### src/ush_pkg.sv
// Constants and controller/datapath handshake types for the string hash block.
package ush_pkg;

    localparam int unsigned CHAR_W  = 8;
    localparam int unsigned HASH_W  = 16;
    localparam int unsigned PROD_W  = 2 * HASH_W;

    localparam logic [HASH_W-1:0] HASH_SEED       = 16'd31415;
    localparam logic [HASH_W-1:0] HASH_STEP       = 16'd27183;
    localparam logic [HASH_W-1:0] RESET_TABLE_SIZE = 16'd1021;
    localparam logic [HASH_W-1:0] MIN_TABLE_SIZE  = 16'd2;

    // one quotient bit per divider step
    localparam int unsigned DIV_STEPS = PROD_W;
    localparam int unsigned CNT_W     = $clog2(DIV_STEPS);

    typedef struct packed {
        logic load;    // latch item and operands
        logic start;   // multiply and load dividers
        logic step;    // one divider step
        logic commit;  // write back state, post result on last
    } ush_cmd_t;

    typedef struct packed {
        logic last;      // current item ends a key
        logic out_busy;  // result slot full and not taken this cycle
    } ush_sts_t;

endpackage

### src/ush_ifs.sv
// Valid/ready channel interfaces for key characters and bucket indexes.
interface ush_key_if;
    logic                        valid;
    logic                        ready;
    logic [ush_pkg::CHAR_W-1:0]  key_char;
    logic                        first_char;
    logic                        last_char;

    modport source (output valid, output key_char, output first_char, output last_char,
                    input ready);
    modport sink   (input valid, input key_char, input first_char, input last_char,
                    output ready);
endinterface

interface ush_hash_if;
    logic                        valid;
    logic                        ready;
    logic [ush_pkg::HASH_W-1:0]  bucket_index;

    modport source (output valid, output bucket_index, input ready);
    modport sink   (input valid, input bucket_index, output ready);
endinterface

### src/ush_div.sv
// Bit-serial restoring remainder unit: 32-bit dividend, 16-bit divisor.
module ush_div
(
    input  logic                        clk,
    input  logic                        start,
    input  logic                        step,
    input  logic [ush_pkg::PROD_W-1:0]  dividend,
    input  logic [ush_pkg::HASH_W-1:0]  divisor,
    output logic [ush_pkg::HASH_W-1:0]  rem
);

    logic [ush_pkg::PROD_W-1:0] dvd_reg;
    logic [ush_pkg::HASH_W-1:0] dsr_reg;
    logic [ush_pkg::HASH_W-1:0] rem_reg;

    logic [ush_pkg::HASH_W:0]   shifted;
    logic [ush_pkg::HASH_W+1:0] diff;
    logic [ush_pkg::HASH_W-1:0] rem_next;

    // remainder stays below the divisor, so the shifted value fits in 17 bits
    assign shifted  = {rem_reg, dvd_reg[ush_pkg::PROD_W-1]};
    assign diff     = {1'b0, shifted} - {2'b00, dsr_reg};
    assign rem_next = diff[ush_pkg::HASH_W+1] ? shifted[ush_pkg::HASH_W-1:0]
                                              : diff[ush_pkg::HASH_W-1:0];

    always_ff @(posedge clk)
    begin
        if (start)
        begin
            dvd_reg <= dividend;
            dsr_reg <= divisor;
            rem_reg <= '0;
        end
        else if (step)
        begin
            dvd_reg <= {dvd_reg[ush_pkg::PROD_W-2:0], 1'b0};
            rem_reg <= rem_next;
        end
    end

    assign rem = rem_reg;

endmodule

### src/ush_dp.sv
// Datapath: table size register, hash state, multipliers, two remainder units, result slot.
module ush_dp
(
    input  logic                        clk,
    input  logic                        rst_n,
    input  ush_pkg::ush_cmd_t           cmd,
    output ush_pkg::ush_sts_t           sts,
    input  logic [ush_pkg::CHAR_W-1:0]  key_char,
    input  logic                        first_char,
    input  logic                        last_char,
    input  logic                        cfg_wr_en,
    input  logic [ush_pkg::HASH_W-1:0]  cfg_wr_data,
    output logic                        out_valid,
    input  logic                        out_ready,
    output logic [ush_pkg::HASH_W-1:0]  bucket_index
);

    logic [ush_pkg::HASH_W-1:0] table_size_reg;
    logic [ush_pkg::HASH_W-1:0] hash_reg;
    logic [ush_pkg::HASH_W-1:0] mult_reg;
    logic                       out_valid_reg;
    logic [ush_pkg::HASH_W-1:0] bucket_reg;

    logic [ush_pkg::CHAR_W-1:0] char_reg;
    logic                       last_reg;
    logic [ush_pkg::HASH_W-1:0] opa_reg;
    logic [ush_pkg::HASH_W-1:0] oph_reg;
    logic [ush_pkg::HASH_W-1:0] mod_h_reg;
    logic [ush_pkg::HASH_W-1:0] mod_m_reg;

    logic [ush_pkg::HASH_W-1:0] eff_size;
    logic [ush_pkg::PROD_W-1:0] prod_h;
    logic [ush_pkg::PROD_W-1:0] prod_m;
    logic [ush_pkg::HASH_W-1:0] rem_h;
    logic [ush_pkg::HASH_W-1:0] rem_m;

    // sizes below two act as two, keeping both moduli nonzero
    assign eff_size = (table_size_reg < ush_pkg::MIN_TABLE_SIZE) ? ush_pkg::MIN_TABLE_SIZE
                                                                 : table_size_reg;

    // max 65535*65535 + 255 still fits in 32 bits
    assign prod_h = ({{ush_pkg::HASH_W{1'b0}}, opa_reg} * {{ush_pkg::HASH_W{1'b0}}, oph_reg})
                    + {{(ush_pkg::PROD_W-ush_pkg::CHAR_W){1'b0}}, char_reg};
    assign prod_m = {{ush_pkg::HASH_W{1'b0}}, opa_reg}
                    * {{ush_pkg::HASH_W{1'b0}}, ush_pkg::HASH_STEP};

    ush_div u_div_hash
    (
        .clk      (clk),
        .start    (cmd.start),
        .step     (cmd.step),
        .dividend (prod_h),
        .divisor  (mod_h_reg),
        .rem      (rem_h)
    );

    ush_div u_div_mult
    (
        .clk      (clk),
        .start    (cmd.start),
        .step     (cmd.step),
        .dividend (prod_m),
        .divisor  (mod_m_reg),
        .rem      (rem_m)
    );

    always_ff @(posedge clk or negedge rst_n)
    begin
        if (!rst_n)
        begin
            table_size_reg <= ush_pkg::RESET_TABLE_SIZE;
            hash_reg       <= '0;
            mult_reg       <= ush_pkg::HASH_SEED;
            out_valid_reg  <= 1'b0;
        end
        else
        begin
            if (cfg_wr_en)
            begin
                table_size_reg <= cfg_wr_data;
            end
            if (cmd.commit)
            begin
                hash_reg <= rem_h;
                mult_reg <= rem_m;
            end
            if (cmd.commit && last_reg)
            begin
                out_valid_reg <= 1'b1;
            end
            else if (out_ready)
            begin
                out_valid_reg <= 1'b0;
            end
        end
    end

    always_ff @(posedge clk)
    begin
        if (cmd.load)
        begin
            char_reg  <= key_char;
            last_reg  <= last_char;
            opa_reg   <= first_char ? ush_pkg::HASH_SEED : mult_reg;
            oph_reg   <= first_char ? '0 : hash_reg;
            mod_h_reg <= eff_size;
            mod_m_reg <= eff_size - 16'd1;
        end
        if (cmd.commit && last_reg)
        begin
            bucket_reg <= rem_h;
        end
    end

    assign sts.last     = last_reg;
    assign sts.out_busy = out_valid_reg && !out_ready;

    assign out_valid    = out_valid_reg;
    assign bucket_index = bucket_reg;

endmodule

### src/ush_ctrl.sv
// Controller: sequences accept, multiply, 32 divider steps and write-back for each item.
module ush_ctrl
(
    input  logic                clk,
    input  logic                rst_n,
    input  logic                in_valid,
    output logic                in_ready,
    input  ush_pkg::ush_sts_t   sts,
    output ush_pkg::ush_cmd_t   cmd
);

    typedef enum logic [1:0]
    {
        ST_IDLE,
        ST_MUL,
        ST_DIV,
        ST_WB
    } state_t;

    state_t                    state_reg;
    state_t                    state_next;
    logic [ush_pkg::CNT_W-1:0] cnt_reg;
    logic [ush_pkg::CNT_W-1:0] cnt_next;

    localparam logic [ush_pkg::CNT_W-1:0] LAST_STEP = ush_pkg::CNT_W'(ush_pkg::DIV_STEPS - 1);

    assign in_ready   = (state_reg == ST_IDLE);
    assign cmd.load   = in_ready && in_valid;
    assign cmd.start  = (state_reg == ST_MUL);
    assign cmd.step   = (state_reg == ST_DIV);
    // a result waits here until the output slot frees
    assign cmd.commit = (state_reg == ST_WB) && !(sts.last && sts.out_busy);

    always_comb
    begin
        state_next = state_reg;
        cnt_next   = cnt_reg;
        unique case (state_reg)
            ST_IDLE:
            begin
                if (in_valid)
                begin
                    state_next = ST_MUL;
                end
            end
            ST_MUL:
            begin
                cnt_next   = '0;
                state_next = ST_DIV;
            end
            ST_DIV:
            begin
                cnt_next = cnt_reg + 1'b1;
                if (cnt_reg == LAST_STEP)
                begin
                    state_next = ST_WB;
                end
            end
            ST_WB:
            begin
                if (cmd.commit)
                begin
                    state_next = ST_IDLE;
                end
            end
            default:
            begin
                state_next = ST_IDLE;
            end
        endcase
    end

    always_ff @(posedge clk or negedge rst_n)
    begin
        if (!rst_n)
        begin
            state_reg <= ST_IDLE;
            cnt_reg   <= '0;
        end
        else
        begin
            state_reg <= state_next;
            cnt_reg   <= cnt_next;
        end
    end

endmodule

### src/universal_string_hash.sv
// Universal string hash: one key character per input item; on the character flagged last
// the bucket index (running hash mod table_size) comes out as one result item. Each
// character passes through these steps before the next is accepted: latch it, form
// the two products, 32 steps of two bit-serial remainder units running side by side
// (hash mod table_size, multiplier mod table_size-1), and write back. The result sits
// in an output register, so the next character is taken while it waits; only a second
// result finding that register still full holds up write-back. table_size is written
// through cfg_wr_en/cfg_wr_data; the user must do so only while no character is in
// flight, as the block itself does not enforce it; values below 2 act as 2.
module universal_string_hash
(
    input  logic                        clk,
    input  logic                        rst_n,
    ush_key_if.sink                     in_ch,
    ush_hash_if.source                  out_ch,
    input  logic                        cfg_wr_en,
    input  logic [ush_pkg::HASH_W-1:0]  cfg_wr_data
);

    ush_pkg::ush_cmd_t cmd;
    ush_pkg::ush_sts_t sts;

    ush_ctrl u_ctrl
    (
        .clk      (clk),
        .rst_n    (rst_n),
        .in_valid (in_ch.valid),
        .in_ready (in_ch.ready),
        .sts      (sts),
        .cmd      (cmd)
    );

    ush_dp u_dp
    (
        .clk          (clk),
        .rst_n        (rst_n),
        .cmd          (cmd),
        .sts          (sts),
        .key_char     (in_ch.key_char),
        .first_char   (in_ch.first_char),
        .last_char    (in_ch.last_char),
        .cfg_wr_en    (cfg_wr_en),
        .cfg_wr_data  (cfg_wr_data),
        .out_valid    (out_ch.valid),
        .out_ready    (out_ch.ready),
        .bucket_index (out_ch.bucket_index)
    );

endmodule

### src/flat_wrapper.sv
// flat-port wrapper written by rule: the top's interface ports become plain ports
module universal_string_hash_flat 
  (clk, rst_n, cfg_wr_en, cfg_wr_data, in_ch_valid, in_ch_key_char, in_ch_first_char, in_ch_last_char, in_ch_ready, out_ch_valid, out_ch_bucket_index, out_ch_ready);
  ush_key_if in_ch_i ();
  ush_hash_if out_ch_i ();
  input  logic clk;
  input  logic rst_n;
  input  logic cfg_wr_en;
  input  logic [ush_pkg::HASH_W-1:0] cfg_wr_data;
  input wire logic [$bits(in_ch_i.valid)-1:0] in_ch_valid;
  input wire logic [$bits(in_ch_i.key_char)-1:0] in_ch_key_char;
  input wire logic [$bits(in_ch_i.first_char)-1:0] in_ch_first_char;
  input wire logic [$bits(in_ch_i.last_char)-1:0] in_ch_last_char;
  output wire logic [$bits(in_ch_i.ready)-1:0] in_ch_ready;
  output wire logic [$bits(out_ch_i.valid)-1:0] out_ch_valid;
  output wire logic [$bits(out_ch_i.bucket_index)-1:0] out_ch_bucket_index;
  input wire logic [$bits(out_ch_i.ready)-1:0] out_ch_ready;
  assign in_ch_i.valid = in_ch_valid;
  assign in_ch_i.key_char = in_ch_key_char;
  assign in_ch_i.first_char = in_ch_first_char;
  assign in_ch_i.last_char = in_ch_last_char;
  assign in_ch_ready = in_ch_i.ready;
  assign out_ch_valid = out_ch_i.valid;
  assign out_ch_bucket_index = out_ch_i.bucket_index;
  assign out_ch_i.ready = out_ch_ready;
  universal_string_hash u_core (.clk(clk), .rst_n(rst_n), .in_ch(in_ch_i), .out_ch(out_ch_i), .cfg_wr_en(cfg_wr_en), .cfg_wr_data(cfg_wr_data));
endmodule
### config.mk
export PLATFORM = sky130hd
export DESIGN_NAME = universal_string_hash_flat
export DESIGN_NICKNAME = d
export VERILOG_FILES = /design/src/ush_pkg.sv /design/src/ush_ifs.sv /design/src/ush_div.sv /design/src/ush_dp.sv /design/src/ush_ctrl.sv /design/src/universal_string_hash.sv /design/src/flat_wrapper.sv
export SDC_FILE = /design/constraint.sdc
export NUM_CORES = 1
export LEC_CHECK = 0
export BUFFER_PORTS_ARGS = -buffer_cell sky130_fd_sc_hd__buf_2
export CORE_MARGIN = 2
export CORE_UTILIZATION = 65
export CTS_CLUSTER_DIAMETER = 40
export DETAILED_ROUTE_END_ITERATION = 8
export PLACE_DENSITY = 0.82
export SETUP_SLACK_MARGIN = 0.5
export SLEW_MARGIN = 20
export SYNTH_ARGS = -nofsm -noshare
export SYNTH_HDL_FRONTEND = slang
export SYNTH_SLANG_ARGS = --single-unit
export TNS_END_PERCENT = 1
### constraint.sdc
create_clock -name clk -period 18.3 [get_ports clk]
set_input_delay 3.66 -clock clk [delete_from_list [all_inputs] [get_ports clk]]
set_output_delay 3.66 -clock clk [all_outputs]
set_load 0.02 [all_outputs]
Word level (Yosys, flattened, before mapping) --
Cells that the tools add are included.
Cells by class: add/sub/neg operators 5, $mul 2, $lt $le $gt $ge 1, equal/unequal tests 7, multiplexer cells 14, reductions and logical operators 11
Operators by type and width (count):
- two-way mux 32 bit | 2
- two-way mux 31 bit | 2
- two-way mux 16 bit | 3
- subtractor 17 x 16 -> 18 bit | 2
- adder 32 x 8 -> 32 bit | 1
- multiplier 16 x 16 -> 32 bit | 1
- multiplier 16 x 15 -> 31 bit, second input constant | 1
- < comparator 16 x 2 -> 1 bit, second input constant | 1
- subtractor 16 x 1 -> 16 bit, second input constant | 1
- case mux 5 bit (2 select lines) | 1
- case mux 2 bit (4 select lines) | 1
- two-way mux 2 bit | 3
- adder 5 x 1 -> 5 bit, second input constant | 1
- == test 5 bit, second input constant | 1
- logical AND 1 bit | 5
- == test 2 bit, second input constant | 2
- != test 2 bit, second input constant | 2
- nonzero test 2 bit | 2
- AND reduction 3 bit | 1
- == test 2 x 1 -> 1 bit, second input constant | 1
- logical NOT 1 bit | 2
- logical NOT 2 bit | 1
- two-way mux 1 bit | 2
- != test 2 x 1 -> 1 bit, second input constant | 1
Storage, ports and cells: flip-flop bits (word level) 273, input port bits 31, output and inout port bits 18

Longest topological paths before layout --
word-level depth 7, mapped depth 22, gate-level depth less buffers 21

Modules after synthesis --
From an unflattened synthesis, not the netlist that was laid out.
Unflattened totals: cells, all modules 2527, area total of the unflattened synthesis 26379.0 um^2
Modules (own cells, without submodules):
- ush_dp | instances 1, cells each 1869, area an instance 18953.2 um^2
- ush_div | instances 2, cells each 308, area an instance 3494.6 um^2
- ush_ctrl | instances 1, cells each 42, area an instance 436.7 um^2

Least setup slack after synthesis --
No wires, ideal clock.
path type register to register, start point register u_core.u_dp.opa_reg[6] (netlist bit), end point register u_core.u_dp.u_div_hash.dvd_reg[31] (netlist bit), data pin, library setup time 266 ps, arrival 6105 ps, required time 18034 ps, setup slack 11929 ps, stages on the path, launching flop included 22, buffers on the path 1, clock period less this slack 6371 ps, cells stage by stage edfxtp_1 > clkbuf_1 > nand2_1 > fa_1 > inv_1 > fa_1 > inv_1 > fa_1 > inv_1 > fa_1 > fa_1 > inv_1 > fa_1 > inv_1 > ha_1 > and3_1 > a221oi_2 > nor2_1 > nor4_4 > or3_1 > a21oi_1 > or3b_1
Between the ends: longest elaborated chain between the ends 3
RTL lines:
- from (decl) | RTL line ush_dp.sv:26 | logic [ush_pkg::HASH_W-1:0] opa_reg;
- from (signal assigned) | RTL line ush_dp.sv:104 | opa_reg <= first_char ? ush_pkg::HASH_SEED : mult_reg;
- multiplier 16 x 16 -> 32 bit | RTL line ush_dp.sv:42 | assign prod_h = ({{ush_pkg::HASH_W{1'b0}}, opa_reg} * {{ush_pkg::HASH_W{1'b0}}, oph_reg})
- adder 32 x 8 -> 32 bit | RTL line ush_dp.sv:43 | + {{(ush_pkg::PROD_W-ush_pkg::CHAR_W){1'b0}}, char_reg};
- two-way mux 32 bit | RTL line ush_div.sv:28 | if (start)
- to (signal assigned) | RTL line ush_div.sv:30 | dvd_reg <= dividend;
- to (signal assigned) | RTL line ush_div.sv:36 | dvd_reg <= {dvd_reg[ush_pkg::PROD_W-2:0], 1'b0};
- to (decl) | RTL line ush_div.sv:12 | logic [ush_pkg::PROD_W-1:0] dvd_reg;
Every way passes these cells. A chain may end at the register's enable or synchronous reset.

Worst setup path in the final report --
start point register u_core.u_dp.opa_reg[5] (netlist bit), end point register u_core.u_dp.u_div_hash.dvd_reg[31] (netlist bit), data pin
The elaborated chain is that of the path after synthesis.

==> results by group <==
Run status
  • Run status: complete, no violations

Routing
  • Mean number of vias per cell: 5.79
  • Via count: 17731
  • Final routed wirelength across all metal layers: 56.2 mm
  • DRC violation total after the first TritonRoute iteration: 1140
  • DRT antenna net count: 0
  • # DRC: 0
  • Post-detailed-route wirelength per cell: 18.4 um
  • Count of TritonRoute iterations in the first routing pass: 5

Place
  • Final estimated routing congestion in global placement: 0.894
  • DPL Wire Length: 43.0 mm
  • Total of buffers placed on input and output ports: 48

Worst setup path
  • Crit path buffers/inverters: 5
  • Cell with the biggest individual delay on the critical path: sky130_fd_sc_hd__edfxtp_1
  • Nature of the critical path endpoint: flip-flop
  • Crit path top cell by count: sky130_fd_sc_hd__fa_1
  • R2R setup slack: 11390 ps
  • Arr. time, crit path: 7220 ps
  • Critical R2R Launch: u_core.u_dp.opa_reg[5]
  • Kind of start point of the critical path: flip-flop
  • CP Max Fanout: 22
  • WP depth: 20
  • Critical Path Source: u_core.u_dp.opa_reg[5]
  • CP max stage delay: 870 ps
  • Type of the setup path with the least slack: flip-flop to flip-flop
  • Reg2Reg Depth: 20
  • Ordered list of cells on the worst path: nand2_1 -> fa_1 -> inv_1 -> fa_1 -> inv_1 -> fa_1 -> inv_1 -> fa_1 -> fa_1 -> inv_1 -> fa_1 -> inv_1 -> ha_1 -> and3_1 -> a221oi_2 -> nor2_1 -> nor4_4 -> or3_1 -> a21oi_1 -> or3b_1
  • Destination of the worst register-to-register timing path: u_core.u_dp.u_div_hash.dvd_reg[31]
  • Family with the most delay on the worst path: adder cells
  • CP required: 18610 ps

Yosys
  • Post-synthesis cell type with the largest combined area: sky130_fd_sc_hd__fa_1
  • XOR/XNOR share of the synthesized area: 2.49%
  • Yosys warning count: 0
  • Share of synthesized registers carrying an async set or reset: 20.5%
  • Fraction of the mapped netlist area in adder cells: 35.8%
  • Synth Area in Simple Gates: 11.9%
  • Seq cells post-synth: 273
  • Post-synthesis instance total: 2489
  • Cell area after synthesis: 0.0260 mm2
  • Compound-cell area share of the yosys netlist: 7.92%
  • Multiplexer share of the synthesized area: 4.69%
  • Number of distinct library cells after synthesis: 81
  • Top cells by area in the synthesized netlist: sky130_fd_sc_hd__fa_1 (22%), sky130_fd_sc_hd__edfxtp_1 (21%), sky130_fd_sc_hd__ha_1 (14%), sky130_fd_sc_hd__inv_1 (6.6%), sky130_fd_sc_hd__mux2_2 (3.7%)
  • Part of the Yosys area used for sequential elements: 29.3%
  • Predominant post-synthesis flop cell: sky130_fd_sc_hd__edfxtp_1
  • Largest family of logic cells by synthesized area: adder cells
  • Post-synthesis average cell area: 10.4 um2
  • Number of synthesized flops with an enable pin: 184
  • Share of the synthesized area in the top cell type: 22.1%
  • Total nets after synthesis: 3091

STA
  • Clock Skew: 22.7 ps
  • Total Neg Setup Slack: 0 ps
  • Actual slew at the worst max-slew pin: 1080 ps
  • Unrepaired setup endpoints after global routing: false
  • Post-route minimum period: 6910 ps
  • Final Max Tran Viols: 0
  • Hold violation count in the final report: 0
  • Setup violation total in the final timing report: 0
  • Period utilisation layout: 37.8%
  • Relative slew margins: 27.9%
  • Maximum clock frequency: 145 MHz

Floorplan
  • Row cnt: 73
  • Ports: 49
  • Die height: 204 um
  • Floorplan die width: 204 um
  • Area enclosed by the die boundary: 0.0416 mm2
  • Core Area: 0.0396 mm2
  • Starting density of the core: 65.6%

Clocking
  • Post-CTS clock slew at the launch and capture registers of the worst setup and hold paths: 50 ps
  • Hold buffer count at CTS: 0
  • Post-CTS setup buffer count: 0
  • Clk Tree Root Cell: sky130_fd_sc_hd__clkbuf_16
  • Clock tree from TritonCTS: built
  • Cts bufs inserted: 42
  • Clock network latency to the later pin of the worst-skew pair: 580 ps
  • Count of cells resized by post-cts repair: 0
  • Clock sinks: 273
  • Bufs on Longest Clock Path: 3
  • # H-tree levels: 2

Finish
  • Relative area change from synthesis to final layout: 7.82%
  • Most used cells in the layout excluding fill and tap cells: sky130_fd_sc_hd__inv_1 (456), sky130_fd_sc_hd__fa_1 (287), sky130_fd_sc_hd__ha_1 (281)
  • Total number of nets in the final design: 3105
  • Ratio of cells with drive above 1 in the final layout: 10.9%
  • Commonest non-fill, non-tap cell in the layout: sky130_fd_sc_hd__inv_1

Global routing
  • Wire length of the first global-routing pass: 94.0 mm
  • Initial antenna violation count: 0
  • Number of global-route vias before repair: 18826
  • Total routing usage reported by global routing: 28.5%
  • Total gr overflow: 0
  • Maximum number of pins on one net before global-route repair: 74

Min path
  • Hold endpoint: u_core.u_dp.u_div_mult.dsr_reg[0]
  • Worst hold path class: flip-flop to flip-flop
  • Worst hold stages: 0
  • Critical hold path startpoint: u_core.u_dp.mod_m_reg[0]

Job
  • Max_cap viols: 0
-- layout make-up --
cell class | count | area [um2]
Inverter | 456 | 1710
Multi-Input combinational cell | 1670 | 16300
Fill cell | 2808 | 11600
Sequential cell | 273 | 7610
Antenna cell | 1 | 2.50
Timing Repair Buffer | 60 | 330
Clock buffer | 50 | 1120
Tap cell | 525 | 657
Clock inverter | 28 | 259
-- layer usage --
| layer | up-vias | share of wire [%] | GRT usage, % |
|---|---|---|---|
| li1 | 8233 | - | - |
| met1 | 8780 | 43 | 38.0 |
| met2 | 588 | 48 | 48.0 |
| met3 | 130 | 6.0 | 4.88 |
| met4 | 0 | 2.9 | 9.03 |
| met5 | - | 0 | 0 |
-- per-stage QoR --
step                      utilization (%)  area, um2  setup WS, ps  instances  hold WS [ps]
after floorplan                         -      26000         11930       2489           400
after global routing                 70.7      28000         11050       3062           419
after global placement               67.2      26700         11580       2984           400
final                                70.7      28000         11390       3063           416
after detailed placement             67.2      26700         11420       2984           405
after CTS                            70.7      28000         11390       3062           417
-- cells in the mapped netlist, types with 7 or more instances --
library cell and count:
sky130_fd_sc_hd__a21oi_1 60, sky130_fd_sc_hd__o211ai_1 12, sky130_fd_sc_hd__ha_1 284, sky130_fd_sc_hd__a21o_1 27
sky130_fd_sc_hd__o21bai_1 8, sky130_fd_sc_hd__or3_1 9, sky130_fd_sc_hd__or2_2 16, sky130_fd_sc_hd__o31ai_1 11
sky130_fd_sc_hd__mux2_2 86, sky130_fd_sc_hd__nor2_1 79, sky130_fd_sc_hd__xnor2_1 40, sky130_fd_sc_hd__dfstp_2 20
sky130_fd_sc_hd__clkbuf_1 76, sky130_fd_sc_hd__nand3_1 31, sky130_fd_sc_hd__edfxtp_1 184, sky130_fd_sc_hd__and2_1 131
sky130_fd_sc_hd__or4_1 7, sky130_fd_sc_hd__xor2_1 34, sky130_fd_sc_hd__nor3_1 22, sky130_fd_sc_hd__nand4_1 11
sky130_fd_sc_hd__fa_1 287, sky130_fd_sc_hd__mux2i_1 25, sky130_fd_sc_hd__o21ai_0 69, sky130_fd_sc_hd__nand3b_1 7
sky130_fd_sc_hd__a31oi_1 10, sky130_fd_sc_hd__a211oi_1 29, sky130_fd_sc_hd__o21a_1 11, sky130_fd_sc_hd__dfxtp_1 33
sky130_fd_sc_hd__buf_1 8, sky130_fd_sc_hd__inv_1 456, sky130_fd_sc_hd__nor2b_1 36, sky130_fd_sc_hd__dfrtp_1 36
sky130_fd_sc_hd__nand2_1 223, sky130_fd_sc_hd__and3_1 14
-- cells by family after synthesis --
logic type               after synthesis
multiplexers                         111
adder cells (fa/ha/maj)              571
buffers and inverters                546
XOR/XNOR                              74
AO/OA/AOI/OAI                        304
flip-flops                           273
AND/OR/NAND/NOR                      610
-- worst max path at each step --
stage | endpoint | slack, ps
2_1_floorplan | u_core.u_dp.u_div_hash.dvd_reg[31] | 11930
3_3_place_gp | u_core.u_dp.u_div_hash.dvd_reg[31] | 11580
3_5_place_dp | u_core.u_dp.u_div_hash.dvd_reg[31] | 11420
4_1_cts | u_core.u_dp.u_div_hash.dvd_reg[31] | 11390
5_1_grt | u_core.u_dp.u_div_hash.dvd_reg[31] | 11050
6_report | u_core.u_dp.u_div_hash.dvd_reg[31] | 11390
-- worst reg2reg max path, delay by kind of cell (launching register included) --
family,cells,cell delay (ps)
compound gates,2,390
buf+inv,5,270
flops,1,870
fa+ha+maj,7,3490
simple gates,6,1610
Power is not shown: default switching activity piles up to over one toggle a cycle in this logic, so the estimate is an artifact.
